File: config.mk
export PLATFORM = sky130hd
export DESIGN_NAME = waypoint_setpoint_sequencer_unit
export DESIGN_NICKNAME = d
export VERILOG_FILES = /design/src/hw/rtl/wss_pkg.sv /design/src/hw/rtl/wss_ctrl.sv /design/src/hw/rtl/wss_dp.sv /design/src/hw/rtl/waypoint_setpoint_sequencer_unit.sv
export SDC_FILE = /design/constraint.sdc
export NUM_CORES = 2
export LEC_CHECK = 0
export CAP_MARGIN = 10
export CORE_MARGIN = 4
export CORE_UTILIZATION = 40
export CTS_CLUSTER_SIZE = 20
export DETAILED_ROUTE_END_ITERATION = 12
export DONT_BUFFER_PORTS = 1
export GPL_TIMING_DRIVEN = 0
export PLACE_DENSITY_LB_ADDON = 0.08
export SYNTH_ARGS = -nofsm -noshare
export SYNTH_HDL_FRONTEND = slang
export SYNTH_SLANG_ARGS = --single-unit
File: constraint.sdc
create_clock -name clk_i -period 21.9 [get_ports clk_i]
set_input_delay 1.095 -clock clk_i [delete_from_list [all_inputs] [get_ports clk_i]]
set_output_delay 1.095 -clock clk_i [all_outputs]
set_load 0.02 [all_outputs]
File: src/hw/rtl/wss_pkg.sv
// ----------------------------------------------------------------------------
// wss_pkg
// shared types, codes and constants of the waypoint setpoint sequencer
// ----------------------------------------------------------------------------
package wss_pkg;

  localparam int unsigned POS_W    = 32;
  localparam int unsigned YAW_W    = 16;
  localparam int unsigned TOL_W    = 31;
  localparam int unsigned OFF_W    = POS_W + 1;
  localparam int unsigned XY_W     = POS_W + 3;
  localparam int unsigned ANG_W    = POS_W + 2;
  localparam int unsigned MAG_W    = POS_W + 1;
  localparam int unsigned PROD_W   = 64;
  localparam int unsigned LUT_W    = 30;
  localparam int unsigned LUT_IDX_W = 5;
  localparam int unsigned ENT_W    = 3 * POS_W + YAW_W;

  localparam logic [30:0]      PI_Q29    = 31'd1686629713;
  localparam logic [PROD_W-1:0] ROUND_HALF = 64'h0000_4000_0000_0000;
  localparam logic [16:0]      YAW_LIMIT = 17'd25736;

  typedef enum logic {
    KIND_LOAD = 1'b0,
    KIND_TICK = 1'b1
  } kind_e;

  typedef enum logic [1:0] {
    ST_SETPOINT = 2'd0,
    ST_QUEUED   = 2'd1,
    ST_DROPPED  = 2'd2,
    ST_EMPTY    = 2'd3
  } status_e;

  // controller to datapath
  typedef struct packed {
    logic take;
    logic fetch;
    logic init;
    logic iter;
    logic mul;
    logic rnd;
    logic done;
  } cmd_t;

  // datapath to controller
  typedef struct packed {
    logic need_cordic;
    logic step_last;
    logic out_free;
  } sts_t;

  // arctangent table in binary angle units, 2^32 per turn
  function automatic logic [LUT_W-1:0] atan_lut(input logic [LUT_IDX_W-1:0] idx);
    logic [LUT_W-1:0] v;
    case (idx)
      5'd0:    v = 30'h20000000;
      5'd1:    v = 30'h12E4051E;
      5'd2:    v = 30'h09FB385B;
      5'd3:    v = 30'h051111D4;
      5'd4:    v = 30'h028B0D43;
      5'd5:    v = 30'h0145D7E1;
      5'd6:    v = 30'h00A2F61E;
      5'd7:    v = 30'h00517C55;
      5'd8:    v = 30'h0028BE53;
      5'd9:    v = 30'h00145F2F;
      5'd10:   v = 30'h000A2F98;
      5'd11:   v = 30'h000517CC;
      5'd12:   v = 30'h00028BE6;
      5'd13:   v = 30'h000145F3;
      5'd14:   v = 30'h0000A2FA;
      5'd15:   v = 30'h0000517D;
      5'd16:   v = 30'h000028BE;
      5'd17:   v = 30'h0000145F;
      5'd18:   v = 30'h00000A30;
      5'd19:   v = 30'h00000518;
      5'd20:   v = 30'h0000028C;
      5'd21:   v = 30'h00000146;
      5'd22:   v = 30'h000000A3;
      5'd23:   v = 30'h00000051;
      default: v = '0;
    endcase
    return v;
  endfunction

endpackage

File: src/hw/rtl/wss_ctrl.sv
// ----------------------------------------------------------------------------
// wss_ctrl
// sequencing state machine: accept, queue fetch, cordic steps, multiply, rounding, result
// ----------------------------------------------------------------------------
module wss_ctrl (
  input  logic          clk_i,
  input  logic          rst_ni,
  input  logic          in_valid_i,
  output logic          in_ready_o,
  input  wss_pkg::sts_t sts_i,
  output wss_pkg::cmd_t cmd_o
);
  import wss_pkg::*;

  typedef enum logic [6:0] {
    S_IDLE  = 7'b0000001,
    S_FETCH = 7'b0000010,
    S_INIT  = 7'b0000100,
    S_ITER  = 7'b0001000,
    S_MUL   = 7'b0010000,
    S_RND   = 7'b0100000,
    S_DONE  = 7'b1000000
  } state_e;

  state_e state_q, state_d;

  always_comb begin
    state_d = state_q;
    cmd_o   = '0;
    case (state_q)
      S_IDLE: begin
        if (in_valid_i) begin
          cmd_o.take = 1'b1;
          state_d    = S_FETCH;
        end
      end
      S_FETCH: begin
        cmd_o.fetch = 1'b1;
        state_d     = sts_i.need_cordic ? S_INIT : S_DONE;
      end
      S_INIT: begin
        cmd_o.init = 1'b1;
        state_d    = S_ITER;
      end
      S_ITER: begin
        cmd_o.iter = 1'b1;
        if (sts_i.step_last) begin
          state_d = S_MUL;
        end
      end
      S_MUL: begin
        cmd_o.mul = 1'b1;
        state_d   = S_RND;
      end
      S_RND: begin
        cmd_o.rnd = 1'b1;
        state_d   = S_DONE;
      end
      S_DONE: begin
        if (sts_i.out_free) begin
          cmd_o.done = 1'b1;
          state_d    = S_IDLE;
        end
      end
      default: begin
        state_d = S_IDLE;
      end
    endcase
  end

  assign in_ready_o = (state_q == S_IDLE);

  always_ff @(posedge clk_i or negedge rst_ni) begin
    if (!rst_ni) begin
      state_q <= S_IDLE;
    end else begin
      state_q <= state_d;
    end
  end

endmodule

File: src/hw/rtl/wss_dp.sv
// ----------------------------------------------------------------------------
// wss_dp
// waypoint queue memory, offsets, iterative cordic atan2, yaw scaling, result
// ----------------------------------------------------------------------------
module wss_dp #(
  parameter int unsigned QUEUE_DEPTH  = 16,
  parameter int unsigned CORDIC_STEPS = 16
) (
  input  logic                              clk_i,
  input  logic                              rst_ni,
  input  logic                              cfg_wr_en_i,
  input  logic [wss_pkg::TOL_W-1:0]         cfg_wr_data_i,
  input  logic                              in_kind_i,
  input  logic [wss_pkg::ENT_W-1:0]         in_data_i,
  input  wss_pkg::cmd_t                     cmd_i,
  output wss_pkg::sts_t                     sts_o,
  output logic                              out_valid_o,
  input  logic                              out_ready_i,
  output logic [2:0]                        out_user_o,
  output logic [wss_pkg::ENT_W-1:0]         out_data_o
);
  import wss_pkg::*;

  localparam int unsigned PTR_W  = (QUEUE_DEPTH > 1) ? $clog2(QUEUE_DEPTH) : 1;
  localparam int unsigned CNT_W  = $clog2(QUEUE_DEPTH + 1);
  localparam int unsigned STEP_W = $clog2(CORDIC_STEPS);

  // queue
  logic [ENT_W-1:0] mem_q [QUEUE_DEPTH];
  logic [ENT_W-1:0] rd_q;
  logic [PTR_W-1:0] head_q, head_d, tail_q, tail_d;
  logic [CNT_W-1:0] count_q, count_d;
  logic             full, empty;

  // latched item and front waypoint
  logic                    kind_q;
  logic signed [POS_W-1:0] pos_n_q, pos_e_q, pos_d_q;
  logic [ENT_W-1:0]        in_q;
  logic signed [POS_W-1:0] wp_n_q, wp_e_q, wp_d_q;
  logic signed [YAW_W-1:0] wp_y_q;
  logic signed [OFF_W-1:0] off_n_q, off_e_q, off_d_q;

  // cordic
  logic signed [XY_W-1:0]  x_q, y_q, xs, ys;
  logic signed [ANG_W-1:0] z_q, z_abs, at;
  logic [STEP_W-1:0]       step_q;
  logic [PROD_W-1:0]       prod_q, rsum;
  logic                    zneg_q;
  logic [16:0]             rmag, rsat;
  logic signed [YAW_W-1:0] yaw_q, yaw_calc;

  logic [TOL_W-1:0]        tol_q;
  logic [MAG_W-1:0]        mag_n, mag_e, mag_d;
  logic                    adv;
  logic signed [YAW_W-1:0] rd_yaw;

  logic                    out_valid_q;
  logic [2:0]              out_user_q;
  logic [ENT_W-1:0]        out_data_q;

  assign full   = (count_q == CNT_W'(QUEUE_DEPTH));
  assign empty  = (count_q == '0);
  assign rd_yaw = rd_q[ENT_W-1 -: YAW_W];

  assign sts_o.need_cordic = (kind_q == KIND_TICK) && !empty && (rd_yaw == '0);
  assign sts_o.step_last   = (step_q == STEP_W'(CORDIC_STEPS - 1));
  assign sts_o.out_free    = !out_valid_q || out_ready_i;

  // memory
  always_ff @(posedge clk_i) begin
    if (cmd_i.done && (kind_q == KIND_LOAD) && !full) begin
      mem_q[tail_q] <= in_q;
    end
    rd_q <= mem_q[head_q];
  end

  // offsets and tolerance test
  always_comb begin
    mag_n = off_n_q[OFF_W-1] ? MAG_W'(-off_n_q) : MAG_W'(off_n_q);
    mag_e = off_e_q[OFF_W-1] ? MAG_W'(-off_e_q) : MAG_W'(off_e_q);
    mag_d = off_d_q[OFF_W-1] ? MAG_W'(-off_d_q) : MAG_W'(off_d_q);
    adv   = (count_q > CNT_W'(1)) &&
            (mag_n < MAG_W'(tol_q)) && (mag_e < MAG_W'(tol_q)) && (mag_d < MAG_W'(tol_q));
  end

  // cordic step and yaw scaling
  always_comb begin
    xs       = x_q >>> step_q;
    ys       = y_q >>> step_q;
    at       = $signed(ANG_W'(atan_lut(LUT_IDX_W'(step_q))));
    z_abs    = z_q[ANG_W-1] ? -z_q : z_q;
    rsum     = prod_q + ROUND_HALF;
    rmag     = rsum[PROD_W-1 -: 17];
    rsat     = (rmag > YAW_LIMIT) ? YAW_LIMIT : rmag;
    yaw_calc = zneg_q ? -$signed(YAW_W'(rsat)) : $signed(YAW_W'(rsat));
  end

  always_ff @(posedge clk_i) begin
    if (cmd_i.take) begin
      kind_q  <= in_kind_i;
      in_q    <= in_data_i;
      pos_n_q <= in_data_i[POS_W-1:0];
      pos_e_q <= in_data_i[2*POS_W-1:POS_W];
      pos_d_q <= in_data_i[3*POS_W-1:2*POS_W];
    end
    if (cmd_i.fetch) begin
      wp_n_q  <= rd_q[POS_W-1:0];
      wp_e_q  <= rd_q[2*POS_W-1:POS_W];
      wp_d_q  <= rd_q[3*POS_W-1:2*POS_W];
      wp_y_q  <= rd_yaw;
      off_n_q <= OFF_W'($signed(rd_q[POS_W-1:0])) - OFF_W'(pos_n_q);
      off_e_q <= OFF_W'($signed(rd_q[2*POS_W-1:POS_W])) - OFF_W'(pos_e_q);
      off_d_q <= OFF_W'($signed(rd_q[3*POS_W-1:2*POS_W])) - OFF_W'(pos_d_q);
    end
    if (cmd_i.init) begin
      step_q <= '0;
      if (off_n_q[OFF_W-1]) begin
        x_q <= -XY_W'(off_n_q);
        y_q <= -XY_W'(off_e_q);
        z_q <= off_e_q[OFF_W-1] ? -ANG_W'(34'sh0_8000_0000) : ANG_W'(34'sh0_8000_0000);
      end else begin
        x_q <= XY_W'(off_n_q);
        y_q <= XY_W'(off_e_q);
        z_q <= '0;
      end
    end
    if (cmd_i.iter) begin
      step_q <= step_q + 1'b1;
      if (!y_q[XY_W-1]) begin
        x_q <= x_q + ys;
        y_q <= y_q - xs;
        z_q <= z_q + at;
      end else begin
        x_q <= x_q - ys;
        y_q <= y_q + xs;
        z_q <= z_q - at;
      end
    end
    if (cmd_i.mul) begin
      zneg_q <= z_q[ANG_W-1];
      prod_q <= PROD_W'(z_abs[MAG_W-1:0]) * PROD_W'(PI_Q29);
    end
    if (cmd_i.rnd) begin
      yaw_q <= (off_n_q == '0 && off_e_q == '0) ? '0 : yaw_calc;
    end
  end

  // queue pointers and result
  always_comb begin
    head_d  = head_q;
    tail_d  = tail_q;
    count_d = count_q;
    if (cmd_i.done) begin
      if (kind_q == KIND_LOAD) begin
        if (!full) begin
          tail_d  = (tail_q == PTR_W'(QUEUE_DEPTH - 1)) ? '0 : tail_q + 1'b1;
          count_d = count_q + 1'b1;
        end
      end else if (!empty && adv) begin
        head_d  = (head_q == PTR_W'(QUEUE_DEPTH - 1)) ? '0 : head_q + 1'b1;
        count_d = count_q - 1'b1;
      end
    end
  end

  always_ff @(posedge clk_i or negedge rst_ni) begin
    if (!rst_ni) begin
      head_q      <= '0;
      tail_q      <= '0;
      count_q     <= '0;
      tol_q       <= TOL_W'(65536);
      out_valid_q <= 1'b0;
    end else begin
      head_q  <= head_d;
      tail_q  <= tail_d;
      count_q <= count_d;
      if (cfg_wr_en_i) begin
        tol_q <= cfg_wr_data_i;
      end
      if (cmd_i.done) begin
        out_valid_q <= 1'b1;
      end else if (out_ready_i) begin
        out_valid_q <= 1'b0;
      end
    end
  end

  always_ff @(posedge clk_i) begin
    if (cmd_i.done) begin
      out_data_q <= '0;
      if (kind_q == KIND_LOAD) begin
        out_user_q <= {1'b0, full ? ST_DROPPED : ST_QUEUED};
      end else if (empty) begin
        out_user_q <= {1'b0, ST_EMPTY};
      end else begin
        out_user_q <= {adv, ST_SETPOINT};
        out_data_q <= {(wp_y_q != '0) ? wp_y_q : yaw_q, wp_d_q, wp_e_q, wp_n_q};
      end
    end
  end

  assign out_valid_o = out_valid_q;
  assign out_user_o  = out_user_q;
  assign out_data_o  = out_data_q;

endmodule

File: src/hw/rtl/waypoint_setpoint_sequencer_unit.sv
// ----------------------------------------------------------------------------
// waypoint_setpoint_sequencer_unit
// waypoint queue with setpoint generation and cordic atan2 yaw
// ----------------------------------------------------------------------------
// one item is worked on at a time. a load, a tick on an empty queue and a tick
// whose front waypoint has a stored yaw go through queue read and result only;
// a tick that computes the yaw also goes through the iterative cordic unit, one
// rotation a cycle, then the scaling multiply and rounding. the offsets come with
// the queue read. the result sits in an output register, so a stalled result
// delays only the following item's end.
// ----------------------------------------------------------------------------
module waypoint_setpoint_sequencer_unit #(
  parameter int unsigned QUEUE_DEPTH  = 16,
  parameter int unsigned CORDIC_STEPS = 16
) (
  input  logic                      clk_i,
  input  logic                      rst_ni,
  input  logic                      cfg_wr_en_i,
  input  logic [wss_pkg::TOL_W-1:0] cfg_wr_data_i,   // reach_tolerance
  input  logic                      s_axis_tvalid,
  output logic                      s_axis_tready,
  input  logic [111:0]              s_axis_tdata,    // north, east, down, heading
  input  logic                      s_axis_tuser,    // kind
  output logic                      m_axis_tvalid,
  input  logic                      m_axis_tready,
  output logic [111:0]              m_axis_tdata,    // target_north/east/down/yaw
  output logic [2:0]                m_axis_tuser     // status, advanced
);
  import wss_pkg::*;

  cmd_t cmd;
  sts_t sts;

  wss_ctrl u_ctrl (
    .clk_i      (clk_i),
    .rst_ni     (rst_ni),
    .in_valid_i (s_axis_tvalid),
    .in_ready_o (s_axis_tready),
    .sts_i      (sts),
    .cmd_o      (cmd)
  );

  wss_dp #(
    .QUEUE_DEPTH  (QUEUE_DEPTH),
    .CORDIC_STEPS (CORDIC_STEPS)
  ) u_dp (
    .clk_i         (clk_i),
    .rst_ni        (rst_ni),
    .cfg_wr_en_i   (cfg_wr_en_i),
    .cfg_wr_data_i (cfg_wr_data_i),
    .in_kind_i     (s_axis_tuser),
    .in_data_i     (s_axis_tdata),
    .cmd_i         (cmd),
    .sts_o         (sts),
    .out_valid_o   (m_axis_tvalid),
    .out_ready_i   (m_axis_tready),
    .out_user_o    (m_axis_tuser),
    .out_data_o    (m_axis_tdata)
  );

endmodule

==> results.yml <==
outcome:
  status: "finished, final reports clean"
power_and_ir_drop:
  p_clk_frac: 0.402
  p_seq_frac: 0.496
  combPwrFrac: 0.103
  power_leakage_nw: 54.1
  p_sw_mw: 3.19
  p_per_area_nw_per_um2: 82.9
  power_mw: 12.2
  switching_share: 0.261
  internal_power_mw: 9.03
  vdd_drop_max_mv: 0.0661
floorplanning:
  core_area_um2: 324000
  die_area_um2: 334000
  start_util: 0.401
  die_w_um: 578
  ios: 266
  num_rows: 209
  die_h_um: 578
global_route:
  grt_first_pass_wirelength_um: 598000
  grt_pass1_vias: 80400
  grt_max_degree: 81
  grt_use_total: 0.249
  grt-ovfl-total: 0
  antenna_found_initial: 61
synthesis:
  seq_area_frac_synth: 0.580
  synthTopCellsByCount: "2374 x edfxtp_1, 714 x ha_1, 677 x inv_1"
  synth.avg_cell_area_um2: 14.1
  synth-adder-area-share: 0.116
  synth_most_common_cell: "edfxtp_1"
  ys_seq_elements: 2568
  synthXorXnorAreaFrac: 0.0354
  synthSimpleGateAreaFrac: 0.0554
  synth.area.top_cells: "edfxtp_1 55%, ha_1 6.9%, mux4_2 4.8%"
  synthCells: 9214
  postSynth.asyncResetShare: 0.0202
  synth_edf_count: 2374
  ys_types: 104
  syn-cell-area_um2: 130000
  synth_compound_area_frac: 0.0880
  ys.flop_type: "edfxtp_1"
  yosysWarnings: 0
  yosys.area.top_type_share: 0.548
  synth_top_area_cell: "edfxtp_1"
  synth_nets: 10400
  synth_top_family_by_area: "adder cells"
  synth_mux_area_frac: 0.0944
clock_network:
  post-cts-setup-buffers: 0
  clk_latency_ns: 0.92
  cts_tree: "yes"
  cts_buffer_depth: 4
  clk_pin_slew_ns: 0.06
  cts_buffers: 295
  cts_sinks: 2568
  htree_levels: 5
  cts-root-buf: "clkbuf_16"
finish:
  area_growth_pct: 13.3
  nFillCells: 28800
  drive_above_1_share: 0.102
  utilization: 0.455
  design_area_um2: 147000
  nNetsFinal: 10800
route:
  drcViolationCount: 0
  wl_per_cell_um: 29.9
  drt_iter0_drc: 7318
  via_per_inst: 5.67
  dr_total_vias: 80400
  firstDrtPassIters: 6
  antenna_left: 0
  routed_wl_um: 424000
setup_path:
  rrSetupSlack_ns: 10.66
  cpMaxStageDelayCell: "xor2_1"
  cp_max_fo: 12
  cp_data_arrival_time_ns: 11.84
  timing.rr.start: "u_dp.z_q[0]$_SDFFCE_PN0N_"
  cp_slowest_stage_delay_ns: 0.77
  required_ns: 22.51
  cp-end-kind: "flop"
  crit_path_start: "u_dp.z_q[0]$_SDFFCE_PN0N_"
  setup.worst_path.start_class: "flop"
  crit_type: "reg -> reg"
timing:
  max_slew.worst_pin.slew_ns: 1.29
  worst_slack_ns: 10.66
  hold_viol_final: 0
  fmax_ghz: 0.0890
  period_share: 0.513
  rsz0062_at_grt: "false"
  finalMaxSlewViolations: 0
  relSlewSlack: 0.134
  setup_viol: 0
  setup_tns_ns: 0
  fin_skew_ns: 0.0641
  final.min_clock_period_ns: 11.24
run:
  maxCapViolations: 0
place:
  pre_cts_ws_ns: 10.54
  placed_cell_area_um2: 138000
  globalplace.congestion: 0.933
  dp_hpwl_um: 309000
  port_buffers: 0
min_path:
  timing.hold.worst.class: "in -> async"
[final timing paths]
kind                                            endpoint  cells past startpoint
max                            u_dp.prod_q[63]$_DFFE_PP_                     32
min                        u_ctrl.state_q[0]$_DFFE_PN1P_                      0
min in group clk_i                u_dp.in_q[3]$_DFFE_PP_                      0
min reg2reg                    u_dp.wp_d_q[17]$_DFFE_PP_                      0
max in group asynchronous     u_dp.tol_q[25]$_DFFE_PN0P_                      1
max reg2reg                    u_dp.prod_q[63]$_DFFE_PP_                     32
[power by group through the flow]
stage               clock network [mW]  logic, mW  registers [mW]
finish                            4.91       1.25            6.06
floorplan                            0      0.688            6.05
global route                      5.22       1.35            6.09
CTS                               5.02       1.26            6.06
global placement                     0       1.19            6.24
detailed placement                   0       1.25            6.16
[cell type report]
type,instances,area [um2],share of cell area
inverter,691,2600,0.0177
buffer,341,1380,0.00936
multi-input combinational,5614,50800,0.345
clock buffer,389,8180,0.0555
tap,4325,5410,0.0367
clock inverter,151,1480,0.0100
timing repair buffer,99,2000,0.0136
sequential,2568,75400,0.512
antenna,17,42.5,0.000289
[worst max-delay path, delay by kind of cell (launching register included)]
kind	cells	cell delay (ns)
fa+ha+maj	10	4.15
simple gates	8	2.51
compound gates	8	1.96
xor+xnor	2	0.85
buf+inv	4	0.80
flops	1	0.69
[sequential cells by signal (all words and copies together) (netlist names), 18 cells and up]
register	count
u_dp.at	30
u_dp.in_q	112
u_dp.mem_q	1792
u_dp.off_d_q	33
u_dp.off_e_q	33
u_dp.off_n_q	33
u_dp.out_data_o	112
u_dp.prod_q	18
u_dp.rd_q	112
u_dp.tol_q	31
u_dp.wp_d_q	32
u_dp.wp_e_q	32
u_dp.wp_n_q	32
u_dp.x_q	35
u_dp.y_q	35
u_dp.z_q	34
[layout by cell type, fill, tap and decap left out, types with 51 or more instances in the layout]
cell       count
o21ai_0      407
a221oi_1     232
mux2i_1      505
and2_1       123
nor3_1        62
clkinv_1      53
edfxtp_1    2374
nand2_1      491
clkbuf_1     318
xor2_1       135
o31ai_1       54
a21oi_1      349
fa_1         309
mux2_2        53
a31oi_1       51
inv_1        675
a22oi_1      119
mux4_2       277
a21o_1       184
o21a_1        56
clkbuf_16    306
dfxtp_1      142
nor2_1       397
xnor2_1      368
ha_1         714
nand3_1       75
[through the flow]
step / hold WS (ns) / std cells
2_1_floorplan: 0.408 / 9214
3_3_place_gp: 0.415 / 13500
3_5_place_dp: 0.418 / 13600
4_1_cts: 0.0188 / 14200
5_1_grt: 0.0433 / 14200
6_report: 0.0856 / 14200
[kinds of logic (layout without fill, tap and decap cells)]
kind of cell	count (synthesis)	in the layout
compound gates	1714	1714
xor+xnor	520	520
fa+ha+maj	1023	1023
buf+inv	1032	1671
flops	2568	2568
mux	851	851
other cells	0	17
simple gates	1506	1506
[layer usage]
metal	GRT usage	vias up	routed length, um	part of all wire
met1	0.351	41600	189000	0.45
li1	-	35700	-	-
met3	0.0303	579	22500	0.053
met5	0	-	112	0.00026
met4	0.0720	16	13200	0.031
met2	0.405	2528	199000	0.47
[repair_timing]
action,in CTS,in global routing
gates resized for setup,0,0
hold endpoints to repair,50,0
hold buffers,1,0
Note: power is estimated with default switching activity, not from simulation.
